--- config.mk ---
export PLATFORM = sky130hd
export DESIGN_NAME = livc_cmp
export DESIGN_NICKNAME = d
export VERILOG_FILES = /design/src/hw/rtl/livc_pkg.sv /design/src/hw/rtl/livc_cmp.sv
export SDC_FILE = /design/constraint.sdc
export NUM_CORES = 1
export LEC_CHECK = 0
export ABC_AREA = 1
export BUFFER_PORTS_ARGS = -buffer_cell sky130_fd_sc_hd__buf_2
export CORE_UTILIZATION = 50
export CTS_BUF_LIST = sky130_fd_sc_hd__clkbuf_8
export CTS_CLUSTER_SIZE = 14
export DETAILED_ROUTE_END_ITERATION = 10
export GPL_TIMING_DRIVEN = 0
export PLACE_DENSITY = 0.82
export REMOVE_ABC_BUFFERS = 1
export SYNTH_ARGS = -nofsm -noshare
export SYNTH_HDL_FRONTEND = slang
export SYNTH_SLANG_ARGS = --single-unit
export TNS_END_PERCENT = 20
--- constraint.sdc ---
create_clock -name clock -period 5.9 [get_ports clock]
set_input_delay 1.18 -clock clock [delete_from_list [all_inputs] [get_ports clock]]
set_output_delay 1.18 -clock clock [all_outputs]
set_load 0.01 [all_outputs]
--- src/hw/rtl/livc_pkg.sv ---
`timescale 1ns / 1ps
// ----------------------------------------------------------------------------
// livc_pkg
// Shared sizes, register indexes, opcodes and types of the interior voxel
// clearing block.
// ----------------------------------------------------------------------------
package livc_pkg;

   localparam int MAX_X      = 256;
   localparam int MAX_Y      = 256;
   localparam int LABEL_BITS = 16;

   // Width of the label ports on the word channels.
   localparam int VOXEL_W = 16;
   // Labels are cut to the port width and then to LABEL_BITS.
   localparam int LBL_W   = (LABEL_BITS < VOXEL_W) ? LABEL_BITS : VOXEL_W;

   // History ring: two planes and one row at the largest volume size.
   localparam int HIST_DEPTH = 2 * MAX_X * MAX_Y + MAX_X;
   localparam int ADDR_W     = $clog2(HIST_DEPTH);

   localparam int CSR_SX_W   = 9;
   localparam int CSR_SY_W   = 9;
   localparam int CSR_SZ_W   = 16;
   localparam int CSR_DATA_W = 16;
   localparam int CSR_IDX_W  = 2;

   localparam int SX_W    = $clog2(MAX_X + 1);
   localparam int SY_W    = $clog2(MAX_Y + 1);
   localparam int SZ_W    = CSR_SZ_W;
   localparam int X_W     = $clog2(MAX_X);
   localparam int Y_W     = $clog2(MAX_Y);
   localparam int Z_W     = SZ_W;
   localparam int PLANE_W = $clog2(MAX_X * MAX_Y + 1);
   localparam int LAG_W   = $clog2(MAX_X * MAX_Y + MAX_X + 1);
   localparam int POS_W   = PLANE_W + SZ_W;

   localparam logic [CSR_IDX_W-1:0] REG_SIZE_X = CSR_IDX_W'(0);
   localparam logic [CSR_IDX_W-1:0] REG_SIZE_Y = CSR_IDX_W'(1);
   localparam logic [CSR_IDX_W-1:0] REG_SIZE_Z = CSR_IDX_W'(2);

   localparam logic OP_PUSH  = 1'b0;
   localparam logic OP_DRAIN = 1'b1;

   localparam int RST_SIZE  = 256;
   localparam int RST_SX    = (RST_SIZE > MAX_X) ? MAX_X : RST_SIZE;
   localparam int RST_SY    = (RST_SIZE > MAX_Y) ? MAX_Y : RST_SIZE;
   localparam int RST_SZ    = RST_SIZE;
   localparam int RST_PLANE = RST_SX * RST_SY;
   localparam int RST_LAG   = RST_PLANE + RST_SX;

   // Memory traffic of one accepted word: one write, six reads (the center and five neighbors).
   typedef struct packed {
      logic              wr_en;
      logic [ADDR_W-1:0] wr_addr;
      logic [LBL_W-1:0]  wr_data;
      logic              rd_en;
      logic [ADDR_W-1:0] rd_center;
      logic [ADDR_W-1:0] rd_right;
      logic [ADDR_W-1:0] rd_row_prev;
      logic [ADDR_W-1:0] rd_row_next;
      logic [ADDR_W-1:0] rd_plane_prev;
      logic [ADDR_W-1:0] rd_plane_next;
   } hist_access_type;

   // Facts about the voxel being released, known before its labels are read.
   typedef struct packed {
      logic valid;
      logic interior;
      logic has_right;
      logic has_row_next;
      logic has_plane_next;
      logic last;
   } issue_type;

   function automatic logic [SX_W-1:0] clamp_sx(input logic [CSR_SX_W-1:0] v);
      if (v == '0) begin
         return SX_W'(1);
      end
      if (32'(v) > MAX_X) begin
         return SX_W'(MAX_X);
      end
      return SX_W'(v);
   endfunction

   function automatic logic [SY_W-1:0] clamp_sy(input logic [CSR_SY_W-1:0] v);
      if (v == '0) begin
         return SY_W'(1);
      end
      if (32'(v) > MAX_Y) begin
         return SY_W'(MAX_Y);
      end
      return SY_W'(v);
   endfunction

   function automatic logic [SZ_W-1:0] clamp_sz(input logic [CSR_SZ_W-1:0] v);
      if (v == '0) begin
         return SZ_W'(1);
      end
      return SZ_W'(v);
   endfunction

endpackage

--- src/hw/rtl/livc_cmp.sv ---
`timescale 1ns / 1ps
// ----------------------------------------------------------------------------
// livc_cmp
// Neighbor compare stage and result register. Clears a released voxel when
// it is interior and all six face neighbors carry its label.
// ----------------------------------------------------------------------------
module livc_cmp
   import livc_pkg::*;
(
   input  logic               clock,
   input  logic               reset,
   input  issue_type          issue,
   input  logic [LBL_W-1:0]   center,
   input  logic [LBL_W-1:0]   right,
   input  logic [LBL_W-1:0]   row_prev,
   input  logic [LBL_W-1:0]   row_next,
   input  logic [LBL_W-1:0]   plane_prev,
   input  logic [LBL_W-1:0]   plane_next,
   input  logic               rsp_stall,
   output logic               stage_stall,
   output logic               rsp_valid,
   output logic [VOXEL_W-1:0] rsp_label_out,
   output logic               rsp_last_voxel
);

   logic               s1_valid_ff, s1_valid_in;
   issue_type          s1_ff;
   logic [LBL_W-1:0]   left_ff;
   logic               rsp_valid_ff, rsp_valid_in;
   logic [VOXEL_W-1:0] rsp_label_ff;
   logic               rsp_last_ff;
   logic               s1_adv;
   logic               s1_move;
   logic               same_all;
   logic [LBL_W-1:0]   label_res;

   assign s1_adv      = ~rsp_valid_ff | ~rsp_stall;
   assign s1_move     = s1_valid_ff & s1_adv;
   assign stage_stall = s1_valid_ff & ~s1_adv;

   // The left neighbor is the center of the previous released voxel.
   assign same_all = (center == left_ff) &&
                     (center == right)      && s1_ff.has_right &&
                     (center == row_prev)   &&
                     (center == row_next)   && s1_ff.has_row_next &&
                     (center == plane_prev) &&
                     (center == plane_next) && s1_ff.has_plane_next;

   assign label_res = (s1_ff.interior && (center != '0) && same_all) ? '0 : center;

   always_comb begin
      if (issue.valid) begin
         s1_valid_in = 1'b1;
      end else if (s1_adv) begin
         s1_valid_in = 1'b0;
      end else begin
         s1_valid_in = s1_valid_ff;
      end
      if (s1_move) begin
         rsp_valid_in = 1'b1;
      end else if (~rsp_stall) begin
         rsp_valid_in = 1'b0;
      end else begin
         rsp_valid_in = rsp_valid_ff;
      end
   end

   always_ff @(posedge clock) begin
      if (reset) begin
         s1_valid_ff  <= 1'b0;
         rsp_valid_ff <= 1'b0;
      end else begin
         s1_valid_ff  <= s1_valid_in;
         rsp_valid_ff <= rsp_valid_in;
      end
   end

   always_ff @(posedge clock) begin
      if (issue.valid) begin
         s1_ff <= issue;
      end
      if (s1_move) begin
         rsp_label_ff <= VOXEL_W'(label_res);
         rsp_last_ff  <= s1_ff.last;
         left_ff      <= center;
      end
   end

   assign rsp_valid      = rsp_valid_ff;
   assign rsp_label_out  = rsp_label_ff;
   assign rsp_last_voxel = rsp_last_ff;

endmodule

==> impl_metrics.ini <==
[pwr]
total_power_uw = 757
leakagePower_uw = 0.00203
power_density_mw_per_mm2 = 197
max-vdd-ir-drop_v = 0.000137

[synthesis]
synth-seq-area-share_pct = 37.5
yosysTopAreaCell = edfxtp_1
synth.top_cell.area_share_pct = 36.2
synth_area_leaders = edfxtp_1, nand2_1, xnor2_1
ys_seq_elements = 40
ys.warnings.count = 0
avgSynthCellArea_um2 = 6.92
syn-cell-area_mm2 = 0.00315
synthCells = 455
synth_cell_types = 21

[finish]
fin_nets = 674
n_fill_cell = 538
postLayoutCellArea_mm2 = 0.00383
post_route_cells_drive_above_1_share_pct = 28.6
area_growth_syn_to_layout_pct = 21.8
diodes = 0
regArea_mm2 = 0.00118
multi_input_area_mm2 = 0.00151
utilization_pct = 64.0
layoutNonFillerInstCount = 645

[critical_path]
crit_arrival_ns = 1.68
worst-path-buf-inv = 2
end_kind = output pin
path_max_fanout = 2
worst_path_most_repeated_cell = buf_2
cp.required_ns = 4.72
critPathTopFamily = buffers and inverters
path_class = input port to output pin
critPathSlowestCell = buf_2
worstSetupStartpointType = input port
cp_cell_sequence = buf_2 -> nand2_1 -> nor2_1 -> buf_2
cpPeakStageDelay_ns = 0.16

[routing]
viasPerCell = 4.67
vias = 3013
remaining_drc_errors = 0
drt.antenna.violating_nets = 0
detail_route.first_pass.iterations = 5
wirelength_mm = 7.86
avgRoutedWirePerCell_um = 12.2
drtIter0Drc = 142

[clock_tree]
postCtsSetupBuffers = 0
cts_resized = 0
clockBufferDepth = 2
cts-root-buf = clkbuf_8
clock_sinks = 40
numCtsBuffers = 5
clk_pin_slew_worst_paths_ns = 0.08
htree_num_levels = 2
clock_latency_ns = 0.30
cts_hold_buf = 0
cts_tree = yes

[job]
maxCapViolations = 0

[global_routing]
grt_max_degree = 19
grt_antenna_before_repair = 0
first_global_vias = 2908
grt-ovfl-total = 0
grt_pass1_wl_mm = 12.6
grt_use_total_pct = 25.4

[placed_design]
place_hpwl_mm = 6.24
io_buffer_count = 123
placed_cell_area_mm2 = 0.00371
place_congestion = 0.823
placed_cells = 637

[die]
dieArea_mm2 = 0.00662
start_util_pct = 52.5
die_w_um = 81.3
ios = 124
rows = 28
chipHeight_um = 81.3
core-area_mm2 = 0.00599

[status]
status = completed

[timing]
period_share_pct = 48.4
finalSetupTns_ns = 0
setup_viol = 0
period_needed_ns = 2.86
worstMarginPinSlew_ns = 0.686
finalHoldViolCount = 0
rsz0062_at_grt = false
slew_headroom_pct = 54.2
clock_skew_ns = 0.00506
drv_slew = 0
max_clock_freq_mhz = 350

[hold_path]
hold_class = flop to flop
-- area by class of cell --
type                    instances  area share, %
clock buffers                   7           2.51
clock inverters                 1          0.783
inverters                      69           7.28
multi-input cells             329           39.4
flip-flops and latches         40           30.8
well taps                      75           2.45
repair buffers                124           16.8
-- cells in the final DEF (no fill, tap or decap) --
master and count:
a21oi_1 1, a21oi_4 1, buf_16 1, buf_2 123
bufinv_16 1, clkbuf_8 7, dfxtp_1 2, edfxtp_1 38
inv_1 53, inv_2 8, inv_4 8, nand2_1 201
nand2_2 2, nand3_1 7, nand4_1 1, nor2_1 60
nor2_2 10, nor2_4 1, o21ai_1 2, o21ba_2 1
or2_1 2, xnor2_1 35, xor2_1 5
-- registers in the layout, indices dropped and copies added (netlist names) --
name,cells
rsp_label_out,16
rsp_valid,1
s1_ff,5
s1_valid_ff,1
left_ff,16
rsp_last_voxel,1
-- layer usage --
| layer | up-vias | routed length, um | track usage (%) |
|---|---|---|---|
| met5 | - | 0 | 0 |
| met4 | 0 | 130 | 7.14 |
| met3 | 14 | 673 | 5.84 |
| met2 | 130 | 3860 | 45.8 |
| met1 | 1304 | 3200 | 29.7 |
| li1 | 1565 | - | - |
-- synth_stat cells --
master,n
nand2_1,201
nor2_1,60
inv_1,53
edfxtp_1,38
xnor2_1,35
buf_6,14
nor2_2,10
inv_2,8
inv_4,8
nand3_1,7
xor2_1,5
a21oi_1,2
buf_4,2
dfxtp_1,2
nand2_2,2
o21ai_1,2
or2_1,2
buf_8,1
nand4_1,1
nor2_4,1
o21ba_2,1
-- cell families after synthesis --
| logic type | after synthesis | synth area share [%] |
|---|---|---|
| AO/OA/AOI/OAI | 5 | 0.954 |
| XOR/XNOR | 40 | 11.1 |
| buffers and inverters | 86 | 14.8 |
| flip-flops | 40 | 37.5 |
| AND/OR/NAND/NOR | 284 | 35.6 |
-- stage by stage --
step	hold slack [ns]	setup slack, ns
2_1_floorplan	0.400	2.63
3_3_place_gp	0.402	1.63
3_5_place_dp	0.438	2.86
4_1_cts	0.457	3.04
5_1_grt	0.454	3.00
6_report	0.447	3.04
-- final timing paths --
kind         slack [ns]            startpoint                             end  cells after the start
max                3.04             rsp_stall                     stage_stall                      4
min                0.45    s1_ff[0]$_DFFE_PP_        rsp_last_voxel$_DFFE_PP_                      0
max reg2reg        3.98  left_ff[3]$_DFFE_PP_  rsp_label_out[9]$_SDFFCE_PP0P_                      7
min reg2reg        0.45    s1_ff[0]$_DFFE_PP_        rsp_last_voxel$_DFFE_PP_                      0
-- power by group --
| part | switching (uW) | total [uW] | internal [uW] |
|---|---|---|---|
| Combinational | 97.4 | 173 | 75.5 |
| Sequential | 4.69 | 332 | 327 |
| Clock | 103 | 252 | 149 |
Note: power is estimated with default switching activity, not from simulation.
