==> src/hw/rtl/livc_pkg.sv <==
`timescale 1ns / 1ps
// ----------------------------------------------------------------------------
// livc_pkg
// Shared sizes, register indexes, opcodes and types of the interior voxel
// clearing block.
// ----------------------------------------------------------------------------
package livc_pkg;

   localparam int MAX_X      = 256;
   localparam int MAX_Y      = 256;
   localparam int LABEL_BITS = 16;

   // Width of the label ports on the word channels.
   localparam int VOXEL_W = 16;
   // Labels are cut to the port width and then to LABEL_BITS.
   localparam int LBL_W   = (LABEL_BITS < VOXEL_W) ? LABEL_BITS : VOXEL_W;

   // History ring: two planes and one row at the largest volume size.
   localparam int HIST_DEPTH = 2 * MAX_X * MAX_Y + MAX_X;
   localparam int ADDR_W     = $clog2(HIST_DEPTH);

   localparam int CSR_SX_W   = 9;
   localparam int CSR_SY_W   = 9;
   localparam int CSR_SZ_W   = 16;
   localparam int CSR_DATA_W = 16;
   localparam int CSR_IDX_W  = 2;

   localparam int SX_W    = $clog2(MAX_X + 1);
   localparam int SY_W    = $clog2(MAX_Y + 1);
   localparam int SZ_W    = CSR_SZ_W;
   localparam int X_W     = $clog2(MAX_X);
   localparam int Y_W     = $clog2(MAX_Y);
   localparam int Z_W     = SZ_W;
   localparam int PLANE_W = $clog2(MAX_X * MAX_Y + 1);
   localparam int LAG_W   = $clog2(MAX_X * MAX_Y + MAX_X + 1);
   localparam int POS_W   = PLANE_W + SZ_W;

   localparam logic [CSR_IDX_W-1:0] REG_SIZE_X = CSR_IDX_W'(0);
   localparam logic [CSR_IDX_W-1:0] REG_SIZE_Y = CSR_IDX_W'(1);
   localparam logic [CSR_IDX_W-1:0] REG_SIZE_Z = CSR_IDX_W'(2);

   localparam logic OP_PUSH  = 1'b0;
   localparam logic OP_DRAIN = 1'b1;

   localparam int RST_SIZE  = 256;
   localparam int RST_SX    = (RST_SIZE > MAX_X) ? MAX_X : RST_SIZE;
   localparam int RST_SY    = (RST_SIZE > MAX_Y) ? MAX_Y : RST_SIZE;
   localparam int RST_SZ    = RST_SIZE;
   localparam int RST_PLANE = RST_SX * RST_SY;
   localparam int RST_LAG   = RST_PLANE + RST_SX;

   // Memory traffic of one accepted word: one write, six reads (the center and five neighbors).
   typedef struct packed {
      logic              wr_en;
      logic [ADDR_W-1:0] wr_addr;
      logic [LBL_W-1:0]  wr_data;
      logic              rd_en;
      logic [ADDR_W-1:0] rd_center;
      logic [ADDR_W-1:0] rd_right;
      logic [ADDR_W-1:0] rd_row_prev;
      logic [ADDR_W-1:0] rd_row_next;
      logic [ADDR_W-1:0] rd_plane_prev;
      logic [ADDR_W-1:0] rd_plane_next;
   } hist_access_type;

   // Facts about the voxel being released, known before its labels are read.
   typedef struct packed {
      logic valid;
      logic interior;
      logic has_right;
      logic has_row_next;
      logic has_plane_next;
      logic last;
   } issue_type;

   function automatic logic [SX_W-1:0] clamp_sx(input logic [CSR_SX_W-1:0] v);
      if (v == '0) begin
         return SX_W'(1);
      end
      if (32'(v) > MAX_X) begin
         return SX_W'(MAX_X);
      end
      return SX_W'(v);
   endfunction

   function automatic logic [SY_W-1:0] clamp_sy(input logic [CSR_SY_W-1:0] v);
      if (v == '0) begin
         return SY_W'(1);
      end
      if (32'(v) > MAX_Y) begin
         return SY_W'(MAX_Y);
      end
      return SY_W'(v);
   endfunction

   function automatic logic [SZ_W-1:0] clamp_sz(input logic [CSR_SZ_W-1:0] v);
      if (v == '0) begin
         return SZ_W'(1);
      end
      return SZ_W'(v);
   endfunction

endpackage

==> src/hw/rtl/livc_ctrl.sv <==
`timescale 1ns / 1ps
// ----------------------------------------------------------------------------
// livc_ctrl
// Input side and sequencing: size registers, input and output positions,
// ring pointers and the neighbor addresses of the voxel being released.
// ----------------------------------------------------------------------------
module livc_ctrl
   import livc_pkg::*;
(
   input  logic                  clock,
   input  logic                  reset,
   input  logic                  req_valid,
   input  logic                  req_stall,
   input  logic                  req_opcode,
   input  logic [VOXEL_W-1:0]    req_voxel_label,
   input  logic                  csr_wr_en,
   input  logic [CSR_IDX_W-1:0]  csr_index,
   input  logic [CSR_DATA_W-1:0] csr_wr_data,
   output hist_access_type       hist,
   output issue_type             issue
);

   localparam int SUM_W = ADDR_W + 1;
   localparam int ZC_W  = SZ_W + 1;

   logic [SX_W-1:0]    sx_ff,    sx_in;
   logic [SY_W-1:0]    sy_ff,    sy_in;
   logic [SZ_W-1:0]    sz_ff,    sz_in;
   logic [PLANE_W-1:0] plane_ff, plane_in;
   logic [LAG_W-1:0]   lag_ff,   lag_in;

   logic [X_W-1:0]     in_x_ff,  in_x_in;
   logic [Y_W-1:0]     in_y_ff,  in_y_in;
   logic [Z_W-1:0]     in_z_ff,  in_z_in;
   logic               in_full_ff, in_full_in;
   logic [ADDR_W-1:0]  wr_ptr_ff, wr_ptr_in;
   logic [X_W-1:0]     out_x_ff, out_x_in;
   logic [Y_W-1:0]     out_y_ff, out_y_in;
   logic [Z_W-1:0]     out_z_ff, out_z_in;
   logic [ADDR_W-1:0]  rd_ptr_ff, rd_ptr_in;
   logic [POS_W-1:0]   pend_ff,  pend_in;

   logic               cfg_hit;
   logic               accept;
   logic               push_write;
   logic               do_emit;
   logic               in_last;
   logic               out_last;
   logic               restart;
   logic [SX_W-1:0]    sx_last;
   logic [SY_W-1:0]    sy_last;
   logic [SZ_W-1:0]    sz_last;
   logic               inner_x;
   logic               inner_y;
   logic               inner_z;

   function automatic logic [ADDR_W-1:0] ring_add(input logic [ADDR_W-1:0]  ptr,
                                                  input logic [PLANE_W-1:0] off);
      logic [SUM_W-1:0] sum;
      sum = SUM_W'(ptr) + SUM_W'(off);
      if (sum >= SUM_W'(HIST_DEPTH)) begin
         sum = sum - SUM_W'(HIST_DEPTH);
      end
      return sum[ADDR_W-1:0];
   endfunction

   function automatic logic [ADDR_W-1:0] ring_sub(input logic [ADDR_W-1:0]  ptr,
                                                  input logic [PLANE_W-1:0] off);
      logic [SUM_W-1:0] dif;
      if (SUM_W'(ptr) >= SUM_W'(off)) begin
         dif = SUM_W'(ptr) - SUM_W'(off);
      end else begin
         dif = SUM_W'(ptr) + SUM_W'(HIST_DEPTH) - SUM_W'(off);
      end
      return dif[ADDR_W-1:0];
   endfunction

   // Size registers. Plane and lag follow every size write at the same edge.
   always_comb begin
      sx_in   = sx_ff;
      sy_in   = sy_ff;
      sz_in   = sz_ff;
      cfg_hit = 1'b0;
      if (csr_wr_en) begin
         unique case (csr_index)
            REG_SIZE_X: begin
               sx_in   = clamp_sx(csr_wr_data[CSR_SX_W-1:0]);
               cfg_hit = 1'b1;
            end
            REG_SIZE_Y: begin
               sy_in   = clamp_sy(csr_wr_data[CSR_SY_W-1:0]);
               cfg_hit = 1'b1;
            end
            REG_SIZE_Z: begin
               sz_in   = clamp_sz(csr_wr_data[CSR_SZ_W-1:0]);
               cfg_hit = 1'b1;
            end
            default: begin
            end
         endcase
      end
      plane_in = PLANE_W'(sx_in) * PLANE_W'(sy_in);
      lag_in   = LAG_W'(plane_in) + LAG_W'(sx_in);
   end

   assign sx_last = sx_ff - SX_W'(1);
   assign sy_last = sy_ff - SY_W'(1);
   assign sz_last = sz_ff - SZ_W'(1);

   assign accept     = req_valid & ~req_stall;
   assign push_write = accept & (req_opcode == OP_PUSH) & ~in_full_ff;

   // A push releases the oldest voxel once a full plane and row are pending;
   // a drain releases it whenever anything is pending.
   always_comb begin
      if (req_opcode == OP_PUSH) begin
         do_emit = accept & ~in_full_ff & (pend_ff >= POS_W'(lag_ff));
      end else begin
         do_emit = accept & (pend_ff != '0);
      end
   end

   assign in_last  = (SX_W'(in_x_ff) == sx_last) && (SY_W'(in_y_ff) == sy_last) &&
                     (in_z_ff == sz_last);
   assign out_last = (SX_W'(out_x_ff) == sx_last) && (SY_W'(out_y_ff) == sy_last) &&
                     (out_z_ff == sz_last);
   assign restart  = cfg_hit | (do_emit & out_last);

   always_comb begin
      in_x_in    = in_x_ff;
      in_y_in    = in_y_ff;
      in_z_in    = in_z_ff;
      in_full_in = in_full_ff;
      wr_ptr_in  = wr_ptr_ff;
      out_x_in   = out_x_ff;
      out_y_in   = out_y_ff;
      out_z_in   = out_z_ff;
      rd_ptr_in  = rd_ptr_ff;
      pend_in    = pend_ff;
      if (restart) begin
         in_x_in    = '0;
         in_y_in    = '0;
         in_z_in    = '0;
         in_full_in = 1'b0;
         wr_ptr_in  = '0;
         out_x_in   = '0;
         out_y_in   = '0;
         out_z_in   = '0;
         rd_ptr_in  = '0;
         pend_in    = '0;
      end else begin
         if (push_write) begin
            wr_ptr_in = (wr_ptr_ff == ADDR_W'(HIST_DEPTH - 1)) ? '0 :
                        wr_ptr_ff + ADDR_W'(1);
            if (in_last) begin
               in_full_in = 1'b1;
            end
            if (SX_W'(in_x_ff) == sx_last) begin
               in_x_in = '0;
               if (SY_W'(in_y_ff) == sy_last) begin
                  in_y_in = '0;
                  in_z_in = in_z_ff + Z_W'(1);
               end else begin
                  in_y_in = in_y_ff + Y_W'(1);
               end
            end else begin
               in_x_in = in_x_ff + X_W'(1);
            end
         end
         if (do_emit) begin
            rd_ptr_in = (rd_ptr_ff == ADDR_W'(HIST_DEPTH - 1)) ? '0 :
                        rd_ptr_ff + ADDR_W'(1);
            if (SX_W'(out_x_ff) == sx_last) begin
               out_x_in = '0;
               if (SY_W'(out_y_ff) == sy_last) begin
                  out_y_in = '0;
                  out_z_in = out_z_ff + Z_W'(1);
               end else begin
                  out_y_in = out_y_ff + Y_W'(1);
               end
            end else begin
               out_x_in = out_x_ff + X_W'(1);
            end
         end
         unique case ({push_write, do_emit})
            2'b10:   pend_in = pend_ff + POS_W'(1);
            2'b01:   pend_in = pend_ff - POS_W'(1);
            default: pend_in = pend_ff;
         endcase
      end
   end

   always_ff @(posedge clock) begin
      if (reset) begin
         sx_ff      <= SX_W'(RST_SX);
         sy_ff      <= SY_W'(RST_SY);
         sz_ff      <= SZ_W'(RST_SZ);
         plane_ff   <= PLANE_W'(RST_PLANE);
         lag_ff     <= LAG_W'(RST_LAG);
         in_x_ff    <= '0;
         in_y_ff    <= '0;
         in_z_ff    <= '0;
         in_full_ff <= 1'b0;
         wr_ptr_ff  <= '0;
         out_x_ff   <= '0;
         out_y_ff   <= '0;
         out_z_ff   <= '0;
         rd_ptr_ff  <= '0;
         pend_ff    <= '0;
      end else begin
         sx_ff      <= sx_in;
         sy_ff      <= sy_in;
         sz_ff      <= sz_in;
         plane_ff   <= plane_in;
         lag_ff     <= lag_in;
         in_x_ff    <= in_x_in;
         in_y_ff    <= in_y_in;
         in_z_ff    <= in_z_in;
         in_full_ff <= in_full_in;
         wr_ptr_ff  <= wr_ptr_in;
         out_x_ff   <= out_x_in;
         out_y_ff   <= out_y_in;
         out_z_ff   <= out_z_in;
         rd_ptr_ff  <= rd_ptr_in;
         pend_ff    <= pend_in;
      end
   end

   assign inner_x = (out_x_ff != '0) && ((SX_W'(out_x_ff) + SX_W'(1)) < sx_ff);
   assign inner_y = (out_y_ff != '0) && ((SY_W'(out_y_ff) + SY_W'(1)) < sy_ff);
   assign inner_z = (out_z_ff != '0) && ((ZC_W'(out_z_ff) + ZC_W'(1)) < ZC_W'(sz_ff));

   // The memories read before they write, so a slot that is reused by this
   // very push still shows the neighbor one plane back.
   always_comb begin
      hist.wr_en         = push_write;
      hist.wr_addr       = wr_ptr_ff;
      hist.wr_data       = req_voxel_label[LBL_W-1:0];
      hist.rd_en         = do_emit;
      hist.rd_center     = rd_ptr_ff;
      hist.rd_right      = ring_add(rd_ptr_ff, PLANE_W'(1));
      hist.rd_row_prev   = ring_sub(rd_ptr_ff, PLANE_W'(sx_ff));
      hist.rd_row_next   = ring_add(rd_ptr_ff, PLANE_W'(sx_ff));
      hist.rd_plane_prev = ring_sub(rd_ptr_ff, plane_ff);
      hist.rd_plane_next = ring_add(rd_ptr_ff, plane_ff);
   end

   // Neighbors ahead of the released voxel count only if already received.
   always_comb begin
      issue.valid          = do_emit;
      issue.interior       = inner_x & inner_y & inner_z;
      issue.has_right      = pend_ff > POS_W'(1);
      issue.has_row_next   = pend_ff > POS_W'(sx_ff);
      issue.has_plane_next = pend_ff > POS_W'(plane_ff);
      issue.last           = out_last;
   end

endmodule

==> config.mk <==
export PLATFORM = sky130hd
export DESIGN_NAME = livc_ctrl
export DESIGN_NICKNAME = d
export VERILOG_FILES = /design/src/hw/rtl/livc_pkg.sv /design/src/hw/rtl/livc_ctrl.sv
export SDC_FILE = /design/constraint.sdc
export NUM_CORES = 1
export LEC_CHECK = 0
export BUFFER_PORTS_ARGS = -buffer_cell sky130_fd_sc_hd__buf_2
export CAP_MARGIN = 20
export CELL_PAD_IN_SITES_DETAIL_PLACEMENT = 1
export CELL_PAD_IN_SITES_GLOBAL_PLACEMENT = 2
export CORE_AREA = 10 10 223 331
export CTS_CLUSTER_DIAMETER = 120
export DETAILED_ROUTE_END_ITERATION = 8
export DIE_AREA = 0 0 233 341
export PLACE_DENSITY = 0.77
export SETUP_SLACK_MARGIN = 0.02
export SYNTH_ARGS = -nofsm -noshare
export SYNTH_HDL_FRONTEND = slang
export SYNTH_SLANG_ARGS = --single-unit
export TNS_END_PERCENT = 10
==> constraint.sdc <==
create_clock -name clock -period 7.8 [get_ports clock]
set_clock_uncertainty 0.15 [all_clocks]
set_input_delay 1.56 -clock clock [delete_from_list [all_inputs] [get_ports clock]]
set_output_delay 1.56 -clock clock [all_outputs]
set_load 0.005 [all_outputs]
==> results.ini <==
[run_status]
outcome=finished, final reports clean

[timing]
setup_tns_ns=0
hold_slack_ns=0.337
hold_viol=0
fmax_mhz=133
rsz0062_at_grt=false
worst_pin_slew_ns=0.999
fin_crit_sh=0.962
finalSetupViolCount=0
finalWorstSetupSlack_ns=0.297
drv_slew=0
post-route-min-period_ns=7.50
relSlewSlack=0.329

[hold_path]
min_path_type=reg -> reg
worstHoldStart=sz_ff[4]$_SDFFE_PP0P_
holdPathEnd=sz_ff[4]$_SDFFE_PP0P_
hold_depth=2

[synthesis]
ys.flop_type=dfxtp_1
yosysTopAreaCell=dfxtp_1
ys_ff_latch=202
yosysSeqAreaShare=0.201
synth_edf_count=0
syn_area_per_cell_sq_um=7.60
syn_inst=2646
ys_warn_count=0
netlist_area_sq_um=20100
yosys.cell_types.count=74
async_reset_ff_frac=0
yosys-top-cells-area=dfxtp_1 (20%), ha_1 (13%), xnor2_1 (9.8%)
synth_top_area_frac=0.201
syn-num-nets=2950

[grt]
antenna_found_initial=2
grt_pass1_wl_um=115000
grt_max_degree=70
grt_overflow=0
grt_pass1_vias=20700
track_usage=0.179

[placed_design]
place_congestion=0.884
dpl.hpwl_um=60400
dp_slack_ns=-0.157
port_buffers=157

[power_and_ir_drop]
peakVddDrop_uv=118
leakagePower_uw=0.00984
powerDensity_nw_per_um2=117

[cts]
postCtsHoldBufs=0
cts.clk_slew.worst_paths_ns=0.06
cts_made_buffers=25
cts_root_buf=clkbuf_16
h-tree-depth=1
clk-insertion-delay-late_ns=0.53
cts.path.max_buffers=3
cts_tree=yes
cts_sinks=202

[drt]
drc=0
vias_per_cell=5.21
postRouteWirelength_um=73100
antenna_left=0
firstDrtPassIters=5
vias=19000
drt_iter0_drc=780
avgRoutedWirePerCell_um=20.0

[worst_setup_path]
start_kind=register
r2r_start=sx_ff[4]$_SDFF_PP0_
cp-end-kind=primary output
reg2reg_depth=24
r2r-end=lag_ff[15]$_SDFF_PP0_
slowest_delay_ns=0.60
critPathArrivalTime_ns=5.79
crit_path_top_delay_cell=a221oi_1
critical_path_class=reg -> out
cp.required_ns=6.09
r2r_slack_ns=1.91
critPathMostFrequentCell=ha_1
path_max_fanout=10
path_cells=inv_1 -> ha_1 -> nand2b_1 -> a221oi_1 -> o21ai_1 -> a2111oi_0 -> or4b_1 -> ha_1 -> nand3_1 -> or3_1 -> or4_1 -> o311a_1 -> a32oi_2 -> nand4_1 -> xor2_1 -> buf_2

[floorplanning]
rows=117
fp.dieW_um=233
pin_count=190
die_area_sq_um=79500
initial_core_util=0.297
die_y_um=341
coreArea_sq_um=67600

[finish]
final_cell_mix=nor2_1 (334), inv_1 (226), xnor2_1 (225), nand2_1 (213), ha_1 (210)
final_common_cell=nor2_1
finish.utilization=0.335
syn_to_final_growth_pct=12.5
num_antenna_cells=0
nets=3050
drive_gt1_frac=0.108

[job]
maxCapViolations=0

-- critical path, delay by kind of cell, from the launching register on --
family                     cells  cell delay [ns]
AOI/OAI and AO/OA              5             2.13
xor gates and xnor gates       1             0.20
adders and majority gates      2             0.63
buffers and inverters          2             0.32
DFF                            1             0.46
and+or+nand+nor                6             1.54
-- routing by layer --
metal	global-route usage	wire length, um	part of all wire
met1	0.187	28100	0.38
met2	0.345	38800	0.53
met3	0.0208	2630	0.036
met4	0.0832	3570	0.049
met5	0	22	0.00030
-- power breakdown --
part,total [uW],switching (uW),internal (uW),leakage [uW]
sequential,1060,13.4,1040,0.00163
clock,1140,473,663,0.000387
combinational,449,273,177,0.00782
-- metrics by stage --
stage | area [sq um] | cells | power [uW]
2_1_floorplan | 20100 | 2646 | 1380
3_5_place_dp | 21800 | 3610 | 1530
5_1_grt | 22600 | 3652 | 2770
4_1_cts | 22600 | 3651 | 2690
6_report | 22600 | 3652 | 2640
3_3_place_gp | 21800 | 3610 | 1520
-- cells in the mapped netlist, types with 14 or more instances --
| cell type | number |
|---|---|
| nor3b_1 | 16 |
| nand3_1 | 75 |
| xnor2_1 | 225 |
| buf_4 | 22 |
| nor2b_1 | 34 |
| o21ai_0 | 84 |
| nand2b_1 | 29 |
| clkbuf_1 | 100 |
| nor4_1 | 43 |
| nor3_1 | 81 |
| inv_1 | 226 |
| and3_1 | 41 |
| o21a_1 | 40 |
| ha_1 | 210 |
| a21o_1 | 20 |
| xor2_1 | 136 |
| fa_1 | 54 |
| buf_1 | 14 |
| nand4_1 | 58 |
| or3_1 | 18 |
| nor2_1 | 334 |
| a21oi_1 | 125 |
| nand2_1 | 213 |
| o21bai_1 | 14 |
| dfxtp_1 | 202 |
| or2_2 | 18 |
-- flip-flops by register name, indices dropped and copies added (netlist names) --
signal      flops
pend_ff        33
out_z_ff       16
sz_ff          16
plane_ff       17
out_y_ff        8
in_full_ff      1
rd_ptr_ff      18
wr_ptr_ff      18
sy_ff           9
out_x_ff        8
in_y_ff         8
lag_ff         17
in_x_ff         8
sx_ff           9
in_z_ff        16
-- layout make-up --
| cell class | count | area, sq um |
|---|---|---|
| clock buffers | 34 | 709 |
| repair buffers | 223 | 1290 |
| inverters | 230 | 863 |
| clock inverters | 7 | 63.8 |
| well taps | 892 | 1120 |
| flip-flops and latches | 202 | 4040 |
| fillers | 8329 | 45000 |
| multi-input cells | 2064 | 14500 |
-- how the worst max path moves through the flow --
| stage | endpoint | from | depth (start not counted) | slack, ns |
|---|---|---|---|---|
| global route | hist[14] | plane_ff[1]$_SDFF_PP0_ | 16 | 0.02 |
| CTS | hist[14] | plane_ff[1]$_SDFF_PP0_ | 16 | 0.06 |
| detailed placement | lag_ff[14]$_SDFF_PP0_ | csr_index[1] | 21 | -0.16 |
| floorplan | lag_ff[15]$_SDFF_PP0_ | csr_index[1] | 24 | 0.41 |
| global placement | lag_ff[14]$_SDFF_PP0_ | csr_index[1] | 21 | 0.008 |
| finish | hist[16] | plane_ff[1]$_SDFF_PP0_ | 16 | 0.30 |
-- kinds of logic (layout without fill, tap and decap cells) --
logic type | Yosys count | count (layout) | synth area share
flip-flops | 202 | 202 | 0.201
XOR/XNOR | 361 | 361 | 0.157
multiplexers | 13 | 13 | 0.00659
buffers and inverters | 380 | 494 | 0.0768
adder cells (fa/ha/maj) | 264 | 264 | 0.184
AO/OA/AOI/OAI | 397 | 397 | 0.125
AND/OR/NAND/NOR | 1029 | 1029 | 0.249
-- timing repair --
item | CTS | global route
resized for setup | 0 | 2
setup buffers | 0 | 0
setup endpoints to repair | 0 | 9
No activity file was read; power rests on OpenSTA's default activity.
